<file path="config.mk">
export PLATFORM = sky130hd
export DESIGN_NAME = i2cbb_queue
export DESIGN_NICKNAME = d
export VERILOG_FILES = /design/src/rtl/i2cbb_pkg.sv /design/src/rtl/i2cbb_queue.sv
export SDC_FILE = /design/constraint.sdc
export NUM_CORES = 1
export LEC_CHECK = 0
export ABC_AREA = 1
export BUFFER_PORTS_ARGS = -buffer_cell sky130_fd_sc_hd__buf_2
export CORE_ASPECT_RATIO = 0.75
export CORE_UTILIZATION = 45
export CTS_CLUSTER_DIAMETER = 120
export DETAILED_ROUTE_END_ITERATION = 7
export PLACE_DENSITY = 0.62
export SYNTH_ARGS = -nofsm -noshare
export SYNTH_HDL_FRONTEND = slang
export SYNTH_SLANG_ARGS = --single-unit
export TNS_END_PERCENT = 50
</file>
<file path="constraint.sdc">
create_clock -name clock -period 2.9 [get_ports clock]
set_input_delay 0.29 -clock clock [delete_from_list [all_inputs] [get_ports clock]]
set_output_delay 0.29 -clock clock [all_outputs]
set_load 0.01 [all_outputs]
</file>
<file path="src/rtl/i2cbb_pkg.sv">
// Package: shared types and constants for the bit-banged I2C master.
package i2cbb_pkg;

   localparam int DATA_BITS         = 8;
   localparam int DELAY_W           = 16;
   localparam int CSR_INDEX_W       = 2;
   localparam int I2CBB_QUEUE_DEPTH = 4;

   // Input opcodes
   localparam logic [2:0] OP_TICK  = 3'd0;
   localparam logic [2:0] OP_START = 3'd1;
   localparam logic [2:0] OP_STOP  = 3'd2;
   localparam logic [2:0] OP_WRITE = 3'd3;
   localparam logic [2:0] OP_READ  = 3'd4;

   // Register indexes
   localparam logic [CSR_INDEX_W-1:0] CSR_SHORT_DELAY = 2'd0;
   localparam logic [CSR_INDEX_W-1:0] CSR_BIT_DELAY   = 2'd1;
   localparam logic [CSR_INDEX_W-1:0] CSR_READ_TAIL   = 2'd2;

   localparam logic [DELAY_W-1:0] SHORT_DELAY_RESET = 16'd5;
   localparam logic [DELAY_W-1:0] BIT_DELAY_RESET   = 16'd50;
   localparam logic [DELAY_W-1:0] READ_TAIL_RESET   = 16'd2000;

   typedef enum logic [2:0] {
      KIND_TICK,
      KIND_START,
      KIND_STOP,
      KIND_WRITE,
      KIND_READ
   } kind_type;

   typedef struct packed {
      kind_type              kind;
      logic [DATA_BITS-1:0]  data_byte;
      logic                  send_ack;
      logic                  sda_in;
   } item_type;

   typedef struct packed {
      logic                  scl_level;
      logic                  sda_level;
      logic                  sda_drive;
      logic                  busy_res;
      logic                  done_res;
      logic [DATA_BITS-1:0]  rx_byte;
      logic                  ack_seen;
      logic                  cmd_rejected;
   } result_type;

endpackage

</file>
<file path="src/rtl/i2cbb_queue.sv">
// Queue: short FIFO of classified items between front end and sequencer.
module i2cbb_queue import i2cbb_pkg::*; #(
   parameter int DEPTH = I2CBB_QUEUE_DEPTH
) (
   input  logic     clock,
   input  logic     reset,
   input  logic     push,
   input  item_type push_item,
   input  logic     pop,
   output logic     full,
   output logic     not_empty,
   output item_type head_item
);

   localparam int PTR_W = (DEPTH > 1) ? $clog2(DEPTH) : 1;
   localparam int CNT_W = $clog2(DEPTH + 1);
   localparam logic [PTR_W-1:0] LAST = PTR_W'(DEPTH - 1);

   item_type            mem_ff [DEPTH];
   logic [PTR_W-1:0]    wr_ptr_ff, wr_ptr_in;
   logic [PTR_W-1:0]    rd_ptr_ff, rd_ptr_in;
   logic [CNT_W-1:0]    count_ff, count_in;

   assign full      = (count_ff == CNT_W'(DEPTH));
   assign not_empty = (count_ff != '0);
   assign head_item = mem_ff[rd_ptr_ff];

   always_comb begin
      wr_ptr_in = wr_ptr_ff;
      rd_ptr_in = rd_ptr_ff;
      count_in  = count_ff;
      if (push) begin
         wr_ptr_in = (wr_ptr_ff == LAST) ? '0 : wr_ptr_ff + PTR_W'(1);
      end
      if (pop) begin
         rd_ptr_in = (rd_ptr_ff == LAST) ? '0 : rd_ptr_ff + PTR_W'(1);
      end
      if (push && !pop) begin
         count_in = count_ff + CNT_W'(1);
      end else if (pop && !push) begin
         count_in = count_ff - CNT_W'(1);
      end
   end

   always_ff @(posedge clock) begin
      if (reset) begin
         wr_ptr_ff <= '0;
         rd_ptr_ff <= '0;
         count_ff  <= '0;
      end else begin
         wr_ptr_ff <= wr_ptr_in;
         rd_ptr_ff <= rd_ptr_in;
         count_ff  <= count_in;
      end
   end

   always_ff @(posedge clock) begin
      if (push) begin
         mem_ff[wr_ptr_ff] <= push_item;
      end
   end

   a_no_pop_empty: assert property (@(posedge clock) disable iff (reset)
      pop |-> count_ff != '0)
      else $error("queue popped while empty");

   a_count_bound: assert property (@(posedge clock) disable iff (reset)
      (count_ff == CNT_W'(DEPTH) && !pop) |=> count_ff == CNT_W'(DEPTH))
      else $error("queue lost an entry while full");

endmodule

</file>
# After elaboration in Yosys (flattened, before gate mapping)
# Memories as Yosys holds them, arrays and structs flattened. A register that Yosys moved wholly into a read port is not among the register bits.
# Cells that the tools add are included.
dict set report totals {
  elab_cells 25
  ff_bits 7
  mem_count 1
  ramBits 52
  output_inout_bits 15
}
# memory depth word_bits read_ports rd_ports_with_merged_regs write_ports line_no
set memory_table {}
lappend memory_table {mem_ff 4 13 1 1 1 i2cbb_queue.sv:19} ;# item_type mem_ff [DEPTH];
dict set report classes {
  n_addsub 4
  n_eq_ne 3
  muxes 8
  reduce_logical 6
}
# op count
set ops {}
lappend ops {{$mux 2} 4}
lappend ops {{$mux 3} 2}
lappend ops {{$add 2x1->2 const B} 2}
lappend ops {{$eq 2x2->1 const B} 2}
lappend ops {{$add 3x1->3 const B} 1}
lappend ops {{$eq 3x3->1 const B} 1}
lappend ops {{$reduce_bool 3->1} 1}
lappend ops {{$sub 3x1->3 const B} 1}
lappend ops {{$logic_and 1x1->1} 2}
lappend ops {{$logic_not 1->1} 2}
lappend ops {{$mux 1} 2}
lappend ops {{$reduce_bool 2->1} 1}

# Longest topological paths before layout
dict set report depth {
  depth_word 4
  mapped_depth 10
}

# Least setup slack after synthesis
# OpenSTA, ideal clock, no wires.
dict set report synth_path {
  kind {input to register}
  from {in pop}
  to {reg count_ff[2]}
  stages 10
  setup_slack_ps 1559
  t_arrival_ps 1231
  path_cell_list {inv_1 -> ha_1 -> inv_1 -> fa_1 -> inv_1 -> nand2_1 -> nand3_1 -> nand2_1 -> inv_1 -> nor2_1}
}
dict set report synth_via {
  elab_chain_cells 3
  word_cells_on_any_way 5
}
# item line_no
set synth_rtl {}
lappend synth_rtl {{start: declaration} i2cbb_queue.sv:9} ;# input logic pop,
lappend synth_rtl {{$logic_not 1->1} i2cbb_queue.sv:38} ;# if (push && !pop) begin
lappend synth_rtl {{$logic_and 1x1->1} i2cbb_queue.sv:38}
lappend synth_rtl {{$mux 3 / $reduce_bool 2->1 (equally long branches)} n/a}
lappend synth_rtl {{end signal: assignment} i2cbb_queue.sv:53} ;# count_ff <= count_in;
lappend synth_rtl {{end: declaration} i2cbb_queue.sv:22} ;# logic [CNT_W-1:0] count_ff, count_in;
# Parallel ways exist; a longest one is shown, timed or not.
# A chain may end at the register's enable or synchronous reset.

==> impl_table.tex <==
\begin{tabular}{lr}
\hline
Metric & Value \\
\hline
\multicolumn{2}{l}{\textbf{Layout}} \\
Number of diodes added for antenna fixing & 0 \\
Non-filler instance count after layout & 299 \\
Core Util, Final & 55.81\% \\
Layout Area Growth over Synthesis & 15.41\% \\
Number of nets in the layout & 246 \\
Ratio of cells with drive above 1 in the final layout & 22.91\% \\
Number of fill cells in the layout & 431 \\
\multicolumn{2}{l}{\textbf{Die}} \\
Starting density of the core & 48.36\% \\
Height of the die & 65.72 um \\
Core ar. & 0.005037 mm\^{}2 \\
Area of the die & 0.005715 mm\^{}2 \\
Number of top-level pins & 32 \\
Width of the die & 86.96 um \\
Total number of placement rows & 22 \\
\multicolumn{2}{l}{\textbf{GRT}} \\
Maximum number of pins on one net before global-route repair & 28 \\
Number of global-route vias before repair & 1410 \\
Tot GR Track Use & 17.36\% \\
Antenna violations before repair & 0 \\
Global route total overflow & 0 \\
Global-route wire length before repair & 7003 um \\
\multicolumn{2}{l}{\textbf{Synth}} \\
Portion of the post-synthesis area used by sequential elements & 71.49\% \\
Yosys reg bits & 61 \\
Total nets after synthesis & 210 \\
Share of the synthesized area in the top cell type & 64.10\% \\
Largest area contributor in the synthesized netlist & sky130\_fd\_sc\_hd\_\_edfxtp\_1 \\
Number of distinct library cells after synthesis & 24 \\
Main area contributors after synthesis & sky130\_fd\_sc\_hd\_\_edfxtp\_1 (64\%), sky130\_fd\_sc\_hd\_\_dfxtp\_1 (7.4\%), sky130\_fd\_sc\_hd\_\_nor2\_1 (4.9\%) \\
Yosys warning count & 0 \\
Mean area per synthesized cell & 13.10 um\^{}2 \\
Mapped Cells & 186 \\
Total standard cell area after synthesis & 0.002436 mm\^{}2 \\
\multicolumn{2}{l}{\textbf{Power}} \\
Sequential power share & 51.9\% \\
Reported leakage power & 1.083 nW \\
Combinational Power Share & 10.2\% \\
Part of the total power dissipated in the clock network & 38.0\% \\
Cell area power density & 699.6 mW/mm\^{}2 \\
Internal Dissipation & 1.511 mW \\
Worst IR drop on VDD & 0.0002556 V \\
Switching power & 0.4557 mW \\
Switching part of the total & 23.17\% \\
\multicolumn{2}{l}{\textbf{Worst setup path}} \\
Required time at the worst-slack endpoint & 2.61 ns \\
Delay of the slowest cell on the worst path & 0.62 ns \\
Sort of element at the end of the critical path & output pin \\
Cell family contributing the most delay on the critical path & flip-flops \\
Worst-path cell with the longest stage delay & sky130\_fd\_sc\_hd\_\_dfxtp\_1 \\
Critical Path Fanout Max & 14 \\
Chain of cells forming the critical path & inv\_2 > o21ai\_1 > o22ai\_1 > buf\_2 \\
Type of the worst setup path & reg2out \\
Signal arrival time at the worst endpoint & 1.57 ns \\
Worst Setup Start Kind & register \\
Buffers \& Inverters on Critical Path & 2 \\
\multicolumn{2}{l}{\textbf{Status}} \\
Run status & complete, no violations \\
\multicolumn{2}{l}{\textbf{Route}} \\
Detailed Routing Iterations Pass 1 & 4 \\
Overall routed net length & 4133 um \\
WL met3 & 290 um \\
Uppermost layer routed & met4 \\
DRT met1 WL & 1865 um \\
Met2 wire length & 1933 um \\
Ratio of routed vias to standard cells & 4.960 \\
Remaining design rule violation count & 0 \\
Average wire per standard cell & 13.82 um \\
Initial DRC Count & 105 \\
Number of routed nets with antenna violations & 0 \\
Count of vias placed by the detailed router & 1483 \\
\multicolumn{2}{l}{\textbf{Clock tree}} \\
Root cell of the clock tree & sky130\_fd\_sc\_hd\_\_clkbuf\_8 \\
Clock transition at the registers of the reported paths & 0.06 ns \\
Number of buffers inserted for hold repair after clock tree synthesis & 0 \\
Sinks on Clock Net & 61 \\
Largest buffer count on any clock path & 2 \\
Number of gates resized after cts & 0 \\
\# H-tree levels & 3 \\
Post-CTS setup buffers & 0 \\
TritonCTS clock tree & yes \\
Number of buffers added by the clock tree synthesis step & 9 \\
Insertion delay to the later sink of the worst-skew pair & 0.33 ns \\
\multicolumn{2}{l}{\textbf{STA}} \\
Post-route worst setup slack & 1.038 ns \\
Final TNS setup & 0 ns \\
Clock skew after layout & 0.005695 ns \\
Count of endpoints failing setup in the final report & 0 \\
Final clock period utilization by the worst path & 64.20\% \\
Number of hold-slack violations in the final timing report & 0 \\
Unrepaired setup endpoints after global routing & false \\
Worst-Margin Slew & 0.6220 ns \\
Max-slew violation count & 0 \\
Worst slew margin relative to its limit & 58.49\% \\
Timing-limited maximum frequency & 537.1 MHz \\
Minimum period implied by the final worst setup slack & 1.862 ns \\
\multicolumn{2}{l}{\textbf{Placement}} \\
Sum of net half-perimeters after detailed placement & 2561 um \\
Weighted congestion reported at the end of routability-driven placement & 0.6847 \\
Pre-CTS WS & 1.353 ns \\
Post-placement cell count & 283 \\
Number of buffer cells added on primary ports & 31 \\
\multicolumn{2}{l}{\textbf{Hold path}} \\
Class of the worst hold path & in2reg \\
\multicolumn{2}{l}{\textbf{Run}} \\
Max capacitance violation total & 0 \\
\hline
\end{tabular}
[worst register-to-register path, cell delays in order (launching register included)]
cell and delay [ns]:
sky130_fd_sc_hd__dfxtp_1 0.39, sky130_fd_sc_hd__ha_1 0.19, sky130_fd_sc_hd__nand2_1 0.05, sky130_fd_sc_hd__inv_1 0.46
[cell families (layout without fill, tap and decap cells)]
logic type | Yosys count | count (layout) | synth area share (%)
simple gates | 49 | 49 | 8.166
fa+ha+maj | 7 | 7 | 3.903
compound gates | 45 | 45 | 10.07
flops | 61 | 61 | 71.49
buf+inv | 23 | 64 | 6.009
xor+xnor | 1 | 1 | 0.3596
[synth_stat cells]
cell	n
sky130_fd_sc_hd__edfxtp_1	52
sky130_fd_sc_hd__nor2_1	32
sky130_fd_sc_hd__o21ai_0	22
sky130_fd_sc_hd__inv_1	14
sky130_fd_sc_hd__o22ai_1	13
sky130_fd_sc_hd__dfxtp_1	9
sky130_fd_sc_hd__nand2_1	9
sky130_fd_sc_hd__ha_1	6
sky130_fd_sc_hd__o21ai_1	6
sky130_fd_sc_hd__a21oi_1	3
sky130_fd_sc_hd__nor2_2	3
sky130_fd_sc_hd__nor3_1	3
sky130_fd_sc_hd__buf_2	2
sky130_fd_sc_hd__buf_8	2
sky130_fd_sc_hd__buf_12	1
sky130_fd_sc_hd__buf_4	1
sky130_fd_sc_hd__buf_6	1
sky130_fd_sc_hd__fa_1	1
sky130_fd_sc_hd__inv_2	1
sky130_fd_sc_hd__inv_8	1
sky130_fd_sc_hd__nand3_1	1
sky130_fd_sc_hd__nand4_1	1
sky130_fd_sc_hd__o21ai_2	1
sky130_fd_sc_hd__xor2_1	1
[final cells by class]
cell class / count / area, um^2 / area share [%]
Sequential cell: 61 / 1742 / 61.95
Multi-Input combinational cell: 102 / 548.0 / 19.49
Timing Repair Buffer: 32 / 162.7 / 5.785
Clock buffer: 12 / 155.1 / 5.518
Tap cell: 72 / 90.09 / 3.204
Inverter: 16 / 67.56 / 2.403
Clock inverter: 4 / 46.29 / 1.647
[through the flow]
stage               area, um^2  power, mW  hold slack (ns)
global placement          2610      1.238           0.5081
CTS                       2811      1.984           0.1365
global route              2811      2.064           0.1255
finish                    2811      1.967           0.1486
detailed placement        2610      1.243           0.4977
floorplan                 2436      1.173           0.3624
[path summary, 6_finish.rpt]
kind	start	endpoint	slack, ns	cells past startpoint
min reg2reg	count_ff[2]	count_ff[2]	0.55	3
min	reset	wr_ptr_ff[0]	0.15	2
max	register	head_item[0]	1.04	4
max reg2reg	wr_ptr_ff[0]	mem_ff[3][10]	1.43	3
[power groups by stage]
stage	Clock [mW]	Combinational [mW]	Sequential, mW
after floorplan	0	0.142	1.03
after global placement	0	0.200	1.04
after detailed placement	0	0.205	1.04
after CTS	0.758	0.205	1.02
after global routing	0.808	0.232	1.02
final	0.747	0.200	1.02
[registers in the layout, indices dropped and copies added, names as in the netlist, named ones only]
register,count
mem_ff,52
count_ff,3
rd_ptr_ff,2
wr_ptr_ff,2
[routing by layer]
metal  up-vias  GRT usage, %
li1        734             -
met2        39         26.67
met5         -             0
met4         0         5.625
met1       704         21.45
met3         6         8.543
[cell usage in the layout, fill, tap and decap left out, drive strengths merged]
cell type / netlist / layout
dfxtp: 9 / 9
clkbuf: 0 / 12
inv: 16 / 16
a21oi: 3 / 3
o22ai: 13 / 13
clkinv: 0 / 2
nand4: 1 / 1
o21ai: 29 / 29
clkinvlp: 0 / 1
fa: 1 / 1
nor2: 35 / 35
xor2: 1 / 1
edfxtp: 52 / 52
nor3: 3 / 3
buf: 7 / 32
ha: 6 / 6
nand3: 1 / 1
bufinv: 0 / 1
nand2: 9 / 9
Note: power is estimated with default switching activity, not from simulation.
